==> src/rtl/tlvp_pkg.sv <==
// ----------------------------------------------------------------------------
// tlvp_pkg
// Shared types and constants of the tag/length/value record parser.
// ----------------------------------------------------------------------------
package tlvp_pkg;

	// entries a section may hold
	localparam int MAX_ENTRIES = 4096;
	localparam int CNT_W       = $clog2(MAX_ENTRIES + 1);
	localparam int CFG_W       = 13;
	localparam int EFF_W       = (CNT_W > CFG_W) ? CNT_W : CFG_W;

	// decoupling queue between parser and output stage
	localparam int FIFO_DEPTH = 4;

	// record kinds
	localparam logic [3:0] KIND_LEN  = 4'd0;
	localparam logic [3:0] KIND_HASH = 4'd3;
	localparam logic [3:0] KIND_SOFF = 4'd8;
	localparam logic [3:0] KIND_END  = 4'd9;

	// fault codes
	localparam logic [2:0] FAULT_NONE  = 3'd0;
	localparam logic [2:0] FAULT_EMPTY = 3'd1;
	localparam logic [2:0] FAULT_HASH  = 3'd2;
	localparam logic [2:0] FAULT_SOFF  = 3'd3;
	localparam logic [2:0] FAULT_TAG   = 3'd4;

	localparam logic [15:0] HASH_BYTES = 16'd32;
	localparam logic [15:0] SOFF_BYTES = 16'd8;

	// tags as little-endian 32-bit words
	localparam logic [31:0] TAG_END = {"T", "D", "N", "E"};
	localparam logic [31:0] KNOWN_TAGS [8] = '{
		{"E", "M", "A", "N"}, {"E", "P", "Y", "T"},
		{"H", "S", "A", "H"}, {"Z", "S", "D", "M"},
		{"T", "F", "F", "O"}, {"S", "R", "E", "V"},
		{"S", "S", "E", "T"}, {"F", "F", "O", "S"}
	};

	typedef struct packed {
		logic [7:0] data_byte;
		logic       section_start;
	} tlvp_in_t;

	typedef struct packed {
		logic [11:0] entry_number;
		logic [3:0]  record_kind;
		logic [12:0] word_number;
		logic [63:0] word_data;
		logic [3:0]  valid_bytes;
		logic        record_last;
		logic [2:0]  fault_code;
		logic        section_done;
	} tlvp_out_t;

	typedef enum logic [1:0] {
		EV_LEN   = 2'd0,
		EV_WORD  = 2'd1,
		EV_END   = 2'd2,
		EV_FAULT = 2'd3
	} tlvp_ev_code_t;

	// compact event from parser to output stage
	typedef struct packed {
		tlvp_ev_code_t code;
		logic [11:0]   entry;
		logic [3:0]    kind;
		logic [12:0]   word;
		logic [63:0]   data;
		logic [3:0]    nbytes;
		logic          last;
		logic [2:0]    fault;
		logic          done;
	} tlvp_ev_t;

	// 0 when the tag is not known
	function automatic logic [3:0] tag_kind(input logic [31:0] tag);
		logic [3:0] k;
		k = 4'd0;
		for (int i = 0; i < 8; i++) begin
			if (KNOWN_TAGS[i] == tag) begin
				k = 4'(i + 1);
			end
		end
		return k;
	endfunction

endpackage

==> src/rtl/tlvp_front.sv <==
// ----------------------------------------------------------------------------
// tlvp_front
// Byte parser: assembles lengths and tags, classifies records, cuts payload
// into words and raises one event per result.
// ----------------------------------------------------------------------------
module tlvp_front import tlvp_pkg::*; (
	input  logic             clk,
	input  logic             arst_n,
	input  logic             accept,
	input  tlvp_in_t         item,
	input  logic             cfg_we,
	input  logic [CFG_W-1:0] cfg_wdata,
	output logic             ev_valid,
	output tlvp_ev_t         ev
);

	typedef enum logic [4:0] {
		PH_LEN     = 5'b00001,
		PH_TAG     = 5'b00010,
		PH_TLEN    = 5'b00100,
		PH_PAYLOAD = 5'b01000,
		PH_DONE    = 5'b10000
	} phase_t;

	localparam logic [EFF_W-1:0] MAX_EFF = EFF_W'(MAX_ENTRIES);

	logic [CFG_W-1:0] entry_count_q;
	phase_t           phase_q, cur_phase, nxt_phase;
	logic [15:0]      cnt_q, cur_cnt, nxt_cnt;
	logic [31:0]      tag_q, cur_tag, nxt_tag;
	logic [15:0]      plen_q, cur_plen, nxt_plen;
	logic [63:0]      word_q, cur_word, nxt_word;
	logic [12:0]      wctr_q, cur_wctr, nxt_wctr;
	logic [CNT_W-1:0] ectr_q, cur_ectr, nxt_ectr;
	logic [3:0]       kind_q, cur_kind, nxt_kind;
	logic             halted_q, cur_halt, nxt_halt;

	logic [EFF_W-1:0] eff;
	logic [15:0]      cnt_n;
	logic [31:0]      tag_n;
	logic [63:0]      word_n;
	logic [3:0]       kind_n;
	logic [2:0]       mod_n;
	logic             last_n;
	logic             done_n;

	assign eff = (EFF_W'(entry_count_q) < MAX_EFF) ? EFF_W'(entry_count_q) : MAX_EFF;

	// a section start restarts the parser before its byte is parsed
	always_comb begin
		cur_phase = item.section_start ? PH_LEN : phase_q;
		cur_cnt   = item.section_start ? '0 : cnt_q;
		cur_tag   = item.section_start ? '0 : tag_q;
		cur_plen  = item.section_start ? '0 : plen_q;
		cur_word  = item.section_start ? '0 : word_q;
		cur_wctr  = item.section_start ? '0 : wctr_q;
		cur_ectr  = item.section_start ? '0 : ectr_q;
		cur_kind  = item.section_start ? '0 : kind_q;
		cur_halt  = item.section_start ? 1'b0 : halted_q;
	end

	always_comb begin
		nxt_phase = cur_phase;
		nxt_cnt   = cur_cnt;
		nxt_tag   = cur_tag;
		nxt_plen  = cur_plen;
		nxt_word  = cur_word;
		nxt_wctr  = cur_wctr;
		nxt_ectr  = cur_ectr;
		nxt_kind  = cur_kind;
		nxt_halt  = cur_halt;
		ev_valid  = 1'b0;
		ev        = '0;
		ev.entry  = 12'(cur_ectr);
		cnt_n     = cur_cnt + 16'd1;
		tag_n     = cur_tag;
		word_n    = cur_word;
		kind_n    = tag_kind(cur_tag);
		mod_n     = '0;
		last_n    = 1'b0;
		done_n    = 1'b0;
		if (accept && !cur_halt) begin
			unique case (cur_phase)
				PH_LEN: begin
					if (cur_cnt == 16'd0 && EFF_W'(cur_ectr) >= eff) begin
						nxt_phase = PH_DONE;
					end else begin
						tag_n[{cur_cnt[1:0], 3'b000} +: 8] =
							tag_n[{cur_cnt[1:0], 3'b000} +: 8] | item.data_byte;
						nxt_tag = tag_n;
						nxt_cnt = cnt_n;
						if (cnt_n == 16'd4) begin
							ev_valid  = 1'b1;
							ev.code   = EV_LEN;
							ev.kind   = KIND_LEN;
							ev.data   = 64'(tag_n);
							nxt_cnt   = '0;
							nxt_tag   = '0;
							nxt_phase = PH_TAG;
						end
					end
				end
				PH_TAG: begin
					tag_n[{cur_cnt[1:0], 3'b000} +: 8] =
						tag_n[{cur_cnt[1:0], 3'b000} +: 8] | item.data_byte;
					kind_n  = tag_kind(tag_n);
					nxt_tag = tag_n;
					nxt_cnt = cnt_n;
					if (cnt_n == 16'd4) begin
						nxt_cnt = '0;
						nxt_tag = '0;
						if (tag_n == TAG_END) begin
							done_n    = (EFF_W'(cur_ectr) + EFF_W'(1)) >= eff;
							nxt_kind  = KIND_END;
							ev_valid  = 1'b1;
							ev.code   = EV_END;
							ev.kind   = KIND_END;
							ev.done   = done_n;
							nxt_ectr  = cur_ectr + CNT_W'(1);
							nxt_phase = done_n ? PH_DONE : PH_LEN;
						end else begin
							nxt_kind  = kind_n;
							nxt_phase = PH_TLEN;
						end
					end
				end
				PH_TLEN: begin
					tag_n[{cur_cnt[0], 3'b000} +: 8] =
						tag_n[{cur_cnt[0], 3'b000} +: 8] | item.data_byte;
					nxt_tag = tag_n;
					nxt_cnt = cnt_n;
					if (cnt_n == 16'd2) begin
						nxt_plen = tag_n[15:0];
						nxt_cnt  = '0;
						nxt_tag  = '0;
						ev.code  = EV_FAULT;
						ev.kind  = cur_kind;
						// fault priority: empty, unknown tag, then size checks
						if (tag_n[15:0] == 16'd0) begin
							ev.fault = FAULT_EMPTY;
						end else if (cur_kind == KIND_LEN) begin
							ev.fault = FAULT_TAG;
						end else if (cur_kind == KIND_HASH && tag_n[15:0] != HASH_BYTES) begin
							ev.fault = FAULT_HASH;
						end else if (cur_kind == KIND_SOFF && tag_n[15:0] != SOFF_BYTES) begin
							ev.fault = FAULT_SOFF;
						end
						if (ev.fault != FAULT_NONE) begin
							ev_valid = 1'b1;
							nxt_halt = 1'b1;
						end else begin
							nxt_word  = '0;
							nxt_wctr  = '0;
							nxt_phase = PH_PAYLOAD;
						end
					end
				end
				PH_PAYLOAD: begin
					word_n[{cur_cnt[2:0], 3'b000} +: 8] =
						word_n[{cur_cnt[2:0], 3'b000} +: 8] | item.data_byte;
					nxt_word = word_n;
					nxt_cnt  = cnt_n;
					last_n   = cnt_n >= cur_plen;
					mod_n    = cnt_n[2:0] - 3'd1;
					if (cnt_n[2:0] == 3'd0 || last_n) begin
						ev_valid  = 1'b1;
						ev.code   = EV_WORD;
						ev.kind   = cur_kind;
						ev.word   = cur_wctr;
						ev.data   = word_n;
						ev.nbytes = {1'b0, mod_n} + 4'd1;
						ev.last   = last_n;
						nxt_word  = '0;
						nxt_wctr  = cur_wctr + 13'd1;
						if (last_n) begin
							nxt_cnt   = '0;
							nxt_phase = PH_TAG;
						end
					end
				end
				PH_DONE: begin
				end
				default: begin
					nxt_phase = PH_DONE;
				end
			endcase
		end
	end

	always_ff @(posedge clk or negedge arst_n) begin
		if (!arst_n) begin
			entry_count_q <= '0;
		end else if (cfg_we) begin
			entry_count_q <= cfg_wdata;
		end
	end

	always_ff @(posedge clk or negedge arst_n) begin
		if (!arst_n) begin
			phase_q  <= PH_LEN;
			cnt_q    <= '0;
			tag_q    <= '0;
			plen_q   <= '0;
			word_q   <= '0;
			wctr_q   <= '0;
			ectr_q   <= '0;
			kind_q   <= '0;
			halted_q <= 1'b0;
		end else if (accept) begin
			phase_q  <= nxt_phase;
			cnt_q    <= nxt_cnt;
			tag_q    <= nxt_tag;
			plen_q   <= nxt_plen;
			word_q   <= nxt_word;
			wctr_q   <= nxt_wctr;
			ectr_q   <= nxt_ectr;
			kind_q   <= nxt_kind;
			halted_q <= nxt_halt;
		end
	end

	a_fault_halts: assert property (@(posedge clk) disable iff (!arst_n)
		ev_valid && ev.code == EV_FAULT |=> halted_q)
		else $error("fault transfer did not halt the parser");

	a_halt_silent: assert property (@(posedge clk) disable iff (!arst_n)
		halted_q && !item.section_start |-> !ev_valid)
		else $error("event raised while halted");

endmodule

==> src/rtl/tlvp_fifo.sv <==
// ----------------------------------------------------------------------------
// tlvp_fifo
// Short event queue between parser and output stage.
// ----------------------------------------------------------------------------
module tlvp_fifo import tlvp_pkg::*; (
	input  logic     clk,
	input  logic     arst_n,
	input  logic     wr_en,
	input  tlvp_ev_t wr_data,
	input  logic     rd_en,
	output tlvp_ev_t rd_data,
	output logic     full,
	output logic     empty
);

	localparam int AW = (FIFO_DEPTH > 1) ? $clog2(FIFO_DEPTH) : 1;
	localparam int CW = $clog2(FIFO_DEPTH + 1);
	localparam logic [AW-1:0] LAST_PTR = AW'(FIFO_DEPTH - 1);

	tlvp_ev_t        mem_q [FIFO_DEPTH];
	logic [AW-1:0]   wr_ptr_q, rd_ptr_q;
	logic [CW-1:0]   count_q;

	assign full    = (count_q == CW'(FIFO_DEPTH));
	assign empty   = (count_q == '0);
	assign rd_data = mem_q[rd_ptr_q];

	always_ff @(posedge clk) begin
		if (wr_en) begin
			mem_q[wr_ptr_q] <= wr_data;
		end
	end

	always_ff @(posedge clk or negedge arst_n) begin
		if (!arst_n) begin
			wr_ptr_q <= '0;
			rd_ptr_q <= '0;
			count_q  <= '0;
		end else begin
			if (wr_en) begin
				wr_ptr_q <= (wr_ptr_q == LAST_PTR) ? '0 : wr_ptr_q + AW'(1);
			end
			if (rd_en) begin
				rd_ptr_q <= (rd_ptr_q == LAST_PTR) ? '0 : rd_ptr_q + AW'(1);
			end
			if (wr_en && !rd_en) begin
				count_q <= count_q + CW'(1);
			end else if (rd_en && !wr_en) begin
				count_q <= count_q - CW'(1);
			end
		end
	end

	a_no_overflow: assert property (@(posedge clk) disable iff (!arst_n)
		wr_en |-> !full)
		else $error("event queue overflow");

	a_no_underflow: assert property (@(posedge clk) disable iff (!arst_n)
		rd_en |-> !empty)
		else $error("event queue underflow");

endmodule

==> src/rtl/tlvp_back.sv <==
// ----------------------------------------------------------------------------
// tlvp_back
// Output stage: expands queued events into result items and holds the
// oldest one until the receiver takes it.
// ----------------------------------------------------------------------------
module tlvp_back import tlvp_pkg::*; (
	input  logic      clk,
	input  logic      arst_n,
	input  logic      fifo_empty,
	input  tlvp_ev_t  fifo_data,
	output logic      fifo_rd,
	input  logic      pop,
	output logic      empty,
	output tlvp_out_t result
);

	logic      valid_q;
	tlvp_out_t res_q;
	tlvp_out_t fmt;

	assign fifo_rd = !fifo_empty && (!valid_q || pop);
	assign empty   = !valid_q;
	assign result  = res_q;

	always_comb begin
		fmt              = '0;
		fmt.entry_number = fifo_data.entry;
		fmt.record_kind  = fifo_data.kind;
		fmt.record_last  = 1'b1;
		unique case (fifo_data.code)
			EV_LEN: begin
				fmt.word_data   = fifo_data.data;
				fmt.valid_bytes = 4'd4;
			end
			EV_WORD: begin
				fmt.word_number = fifo_data.word;
				fmt.word_data   = fifo_data.data;
				fmt.valid_bytes = fifo_data.nbytes;
				fmt.record_last = fifo_data.last;
			end
			EV_END: begin
				fmt.section_done = fifo_data.done;
			end
			EV_FAULT: begin
				fmt.fault_code = fifo_data.fault;
			end
			default: begin
			end
		endcase
	end

	always_ff @(posedge clk) begin
		if (fifo_rd) begin
			res_q <= fmt;
		end
	end

	always_ff @(posedge clk or negedge arst_n) begin
		if (!arst_n) begin
			valid_q <= 1'b0;
		end else if (fifo_rd) begin
			valid_q <= 1'b1;
		end else if (pop) begin
			valid_q <= 1'b0;
		end
	end

	a_refill: assert property (@(posedge clk) disable iff (!arst_n)
		!valid_q && !fifo_empty |=> valid_q)
		else $error("output register not refilled from waiting event");

endmodule

==> src/rtl/tag_length_value_record_parser_core.sv <==
// ----------------------------------------------------------------------------
// tag_length_value_record_parser_core
// Program-information section parser: bytes in, tagged payload words out.
// ----------------------------------------------------------------------------
// Input channel: push/full carry one section byte per transfer, with
// section_start marking the first byte of a section. Result channel:
// empty/pop present the oldest result word; it transfers when pop is high
// and empty is low. cfg_we/cfg_wdata write the expected entry count.
// Throughput is one byte per cycle while full is low: the parser updates its phase
// machine on every accepted byte and raises at most one event. The event a
// byte raises is written into the event queue at the edge that takes the
// byte; the output register loads it from there when it is empty or popped.
// When the receiver stalls, events collect in a 4-deep queue behind the
// output register; full rises once that queue is full and holds back every
// byte, including bytes that would raise no result. Reset empties the queue
// and output register, clears the entry count and puts the parser at the
// start of a section.
// ----------------------------------------------------------------------------
module tag_length_value_record_parser_core import tlvp_pkg::*; (
	input  logic             clk,
	input  logic             arst_n,
	input  logic             push,
	output logic             full,
	input  tlvp_in_t         item,
	output logic             empty,
	input  logic             pop,
	output tlvp_out_t        result,
	input  logic             cfg_we,
	input  logic [CFG_W-1:0] cfg_wdata
);

	logic     accept;
	logic     ev_valid;
	tlvp_ev_t ev;
	tlvp_ev_t q_data;
	logic     q_empty;
	logic     q_rd;

	assign accept = push && !full;

	tlvp_front u_front (
		.clk       (clk),
		.arst_n    (arst_n),
		.accept    (accept),
		.item      (item),
		.cfg_we    (cfg_we),
		.cfg_wdata (cfg_wdata),
		.ev_valid  (ev_valid),
		.ev        (ev)
	);

	tlvp_fifo u_fifo (
		.clk     (clk),
		.arst_n  (arst_n),
		.wr_en   (ev_valid),
		.wr_data (ev),
		.rd_en   (q_rd),
		.rd_data (q_data),
		.full    (full),
		.empty   (q_empty)
	);

	tlvp_back u_back (
		.clk        (clk),
		.arst_n     (arst_n),
		.fifo_empty (q_empty),
		.fifo_data  (q_data),
		.fifo_rd    (q_rd),
		.pop        (pop),
		.empty      (empty),
		.result     (result)
	);

endmodule
==> config.mk <==
export PLATFORM = sky130hd
export DESIGN_NAME = tag_length_value_record_parser_core
export DESIGN_NICKNAME = d
export VERILOG_FILES = /design/src/rtl/tlvp_pkg.sv /design/src/rtl/tlvp_front.sv /design/src/rtl/tlvp_fifo.sv /design/src/rtl/tlvp_back.sv /design/src/rtl/tag_length_value_record_parser_core.sv
export SDC_FILE = /design/constraint.sdc
export NUM_CORES = 1
export LEC_CHECK = 0
export BUFFER_PORTS_ARGS = -buffer_cell sky130_fd_sc_hd__buf_4
export CAP_MARGIN = 20
export CORE_ASPECT_RATIO = 0.6
export CORE_UTILIZATION = 40
export DETAILED_ROUTE_END_ITERATION = 12
export PLACE_DENSITY = 0.54
export SLEW_MARGIN = 10
export SYNTH_ARGS = -nofsm -noshare
export SYNTH_HDL_FRONTEND = slang
export SYNTH_SLANG_ARGS = --single-unit
==> constraint.sdc <==
create_clock -name clk -period 11 [get_ports clk]
set_input_delay 0.55 -clock clk [delete_from_list [all_inputs] [get_ports clk]]
set_output_delay 0.55 -clock clk [all_outputs]
set_load 0.05 [all_outputs]
==> results.cfg <==
[synthesis]
ys_ff_latch = 703
ys_types = 104
ys_async_sr_fraction_pct = 26.3
synth_cells = 2437
syn-num-nets = 2521
synthFlopType = edfxtp_1
synth_edf_count = 518
ys_seq_area_share_pct = 61.5
syn_area_um2 = 32800
postSynthAreaPerCell_um2 = 13.5
yosysWarnings = 0

[global_route]
grt_overflow = 0
grt_pass1_vias = 21400
grt_pass1_wl_um = 144000
track_usage_pct = 23.3
grt_max_degree = 76
antenna_found_initial = 2

[worst_setup_path]
r2r_start = u_front.cnt_q[0]
reg2regPathDepth = 21
slowest_stage = buf_4
crit_path_end = u_fifo.mem_q[1][95]
worstSetupStartpoint = u_front.cnt_q[0]
end_kind = flop
path_common_cell = buf_4
crit_cells = 21
cp_top_family = buffers and inverters
crit_chain = or2b_1 -> buf_4 -> inv_2 -> ha_1 -> and3b_1 -> and4_1 -> mux2i_1 -> inv_1 -> ha_1 -> nand4_1 -> a211oi_1 -> a21oi_1 -> a21oi_1 -> nor2_4 -> buf_4 -> inv_1 -> nand2_1 -> buf_4 -> a41oi_4 -> and2_4 -> buf_4
critical_path_class = flop to flop
cp-start-kind = flop
critPathRequiredTime_ns = 11.26
reg2reg_to = u_fifo.mem_q[1][95]
path_buf_inv = 7
cpPeakStageDelay_ns = 0.80
worstPathArrival_ns = 7.46
cp_max_fo = 57
ff2ff_setup_slack_ns = 3.81

[finish]
fill_cells = 7095
utilization_pct = 46.5
area_growth_pct = 13.7
layout.nets = 2635
drive_gt1_share_pct = 19.0

[routing]
wl_per_cell_um = 26.2
dr_total_vias = 21900
drt_iter0_drc = 2883
drt-total-wl_um = 96400
drc = 0
viasPerCell = 5.95
ant_nets = 0
drtPass1Iterations = 6

[clock_tree]
clock_path_buffers = 3
post_cts_buffers = 0
cts_tree = done
path_clk_slew_ns = 0.06
root_buffer = clkbuf_16
clock_latency_ns = 0.66
htreeDepth = 3
cts_buffers = 71
cts.sinks = 703

[worst_hold_path]
holdCritStartpoint = pop
hp-class = input port to flop

[sta]
max_slew_margin_pct = 20.3
hold-worst-slack_ns = 0.0943
max_freq_mhz = 139
min_period_ns = 7.19
worstMarginPinSlew_ns = 1.18
min_period_over_period_pct = 65.4
drv_slew = 0
rsz0062_at_grt = false
finalSetupViolCount = 0
finalSetupTns_ns = 0
fin_worst_skew_ns = 0.0341
hold_viol = 0

[floorplanning]
die_h_um = 224
num_rows = 80
chipWidth_um = 372
core_area_um2 = 80400
initial_utilization_pct = 40.9
ios = 131
die_area_um2 = 83300

[placement]
gp_congestion = 0.959
dp.final_hpwl_um = 67000
portBuffers = 130

[power_and_ir_drop]
p_per_area_nw_per_um2 = 211
ir_drop_uv = 108
leakage_nw = 13.5

[outcome]
status = complete, no violations

[job]
cap_violations = 0
==> kinds of logic after synthesis <==
group                      Yosys count  share of synthesized area, %
and+or+nand+nor                    794                          12.4
adders and majority gates           57                          2.19
buffers and inverters              182                          2.35
muxes                              173                          9.93
AOI/OAI and AO/OA                  494                          10.8
xor gates and xnor gates            34                         0.907
DFF                                703                          61.5
==> worst reg2reg max path: stages, from the launching register on <==
cell and delay [ns]:
dfrtp_2 0.36, or2b_1 0.22, buf_4 0.22, inv_2 0.24, ha_1 0.32, and3b_1 0.34
and4_1 0.27, mux2i_1 0.33, inv_1 0.21, ha_1 0.34, nand4_1 0.11, a211oi_1 0.19
a21oi_1 0.10, a21oi_1 0.46, nor2_4 0.06, buf_4 0.30, inv_1 0.40, nand2_1 0.09
buf_4 0.24, a41oi_4 0.37, and2_4 0.70, buf_4 0.86
==> area by class of cell <==
cell class | instances | area (um^2) | share of cell area (%)
antenna | 4 | 10.0 | 0.0268
clock inverter | 35 | 357 | 0.955
timing repair buffer | 179 | 1370 | 3.66
sequential | 703 | 20200 | 54.1
multi-input combinational | 1552 | 11900 | 32.0
inverter | 44 | 165 | 0.442
tap | 1066 | 1330 | 3.57
clock buffer | 96 | 1960 | 5.25
==> state kept, by name, summed over array words and instances, names as in the netlist, 3 cells and up <==
name                   count
u_front.phase_q            5
u_front.cnt_q             16
u_front.tag_q             32
u_front.wctr_q            13
u_front.entry_count_q     13
u_fifo.mem_q             416
u_front.kind_q             4
u_front.ectr_q            13
u_fifo.count_q             3
u_front.plen_q            16
u_back.result            102
u_front.word_q            64
==> timing repair <==
item	CTS	global route
resized for setup	0	0
endpoints found under the hold margin	54	0
hold buffers	1	0
==> where the power goes <==
part           internal [mW]  total (mW)  switching [mW]  leakage (nW)
Combinational          0.739        2.22            1.48          4.94
Clock                   1.35        2.42            1.07          1.13
Sequential              3.05        3.24           0.192          7.46
Total                   5.13        7.88            2.74          13.5
==> how the worst min path moves through the flow <==
stage	to	cells past startpoint	slack [ns]
after floorplan	u_back.valid_q	0	0.25
after global placement	u_fifo.count_q[2]	1	0.48
after detailed placement	u_front.plen_q[1]	2	0.47
after CTS	u_back.valid_q	2	0.07
after global routing	u_back.valid_q	2	0.09
final	u_back.valid_q	2	0.09
==> metrics by stage <==
| stage | instances | power [mW] | area, um^2 | worst slack (ns) |
|---|---|---|---|---|
| floorplan | 2437 | 4.80 | 32800 | 3.70 |
| global placement | 3540 | 5.49 | 35000 | 3.57 |
| detailed placement | 3541 | 5.50 | 35000 | 3.39 |
| CTS | 3673 | 7.92 | 37300 | 3.89 |
| global route | 3677 | 8.19 | 37300 | 3.44 |
| finish | 3679 | 7.88 | 37300 | 3.81 |
==> cells in the final DEF (no fill, tap or decap), types with 35 or more instances in the layout <==
| cell type | instances |
|---|---|
| buf_4 | 175 |
| inv_1 | 43 |
| nor2b_1 | 117 |
| nand3_1 | 50 |
| a22oi_1 | 50 |
| nand2_1 | 209 |
| a21oi_1 | 74 |
| mux4_2 | 118 |
| o2bb2ai_1 | 35 |
| dfrtp_1 | 181 |
| nor2_1 | 185 |
| nor3_1 | 40 |
| ha_1 | 56 |
| clkbuf_16 | 72 |
| edfxtp_1 | 518 |
| a22o_1 | 43 |
| o21ai_0 | 98 |
==> synth_stat cells (all sizes together) (19+ instances only) <==
cell type,instances,area (um^2)
ha,56,701
nor2b,117,732
nand4,21,138
a21o,20,150
buf,45,259
clkbuf,93,349
mux2i,21,210
a22o,43,377
mux2,34,394
nor4,23,171
nor2,192,736
nand2,210,791
o2bb2ai,35,307
xnor2,19,166
a21oi,75,375
mux4,118,2660
a22oi,51,388
and2,20,125
dfrtp,184,4600
nor3,41,205
nand3,52,265
o21ai,109,549
inv,44,165
a2bb2oi,20,175
and3,30,188
edfxtp,518,15600
==> routing by layer <==
layer  part of all wire (%)  vias to the layer above  global-route usage, %
li1                       -                     9611                      -
met1                     50                    11200                   38.1
met2                     39                      970                   29.6
met3                    9.7                      123                   6.48
met4                    1.9                        2                   5.61
met5                  0.081                        -                  0.641
Note: power is estimated with default switching activity, not from simulation.
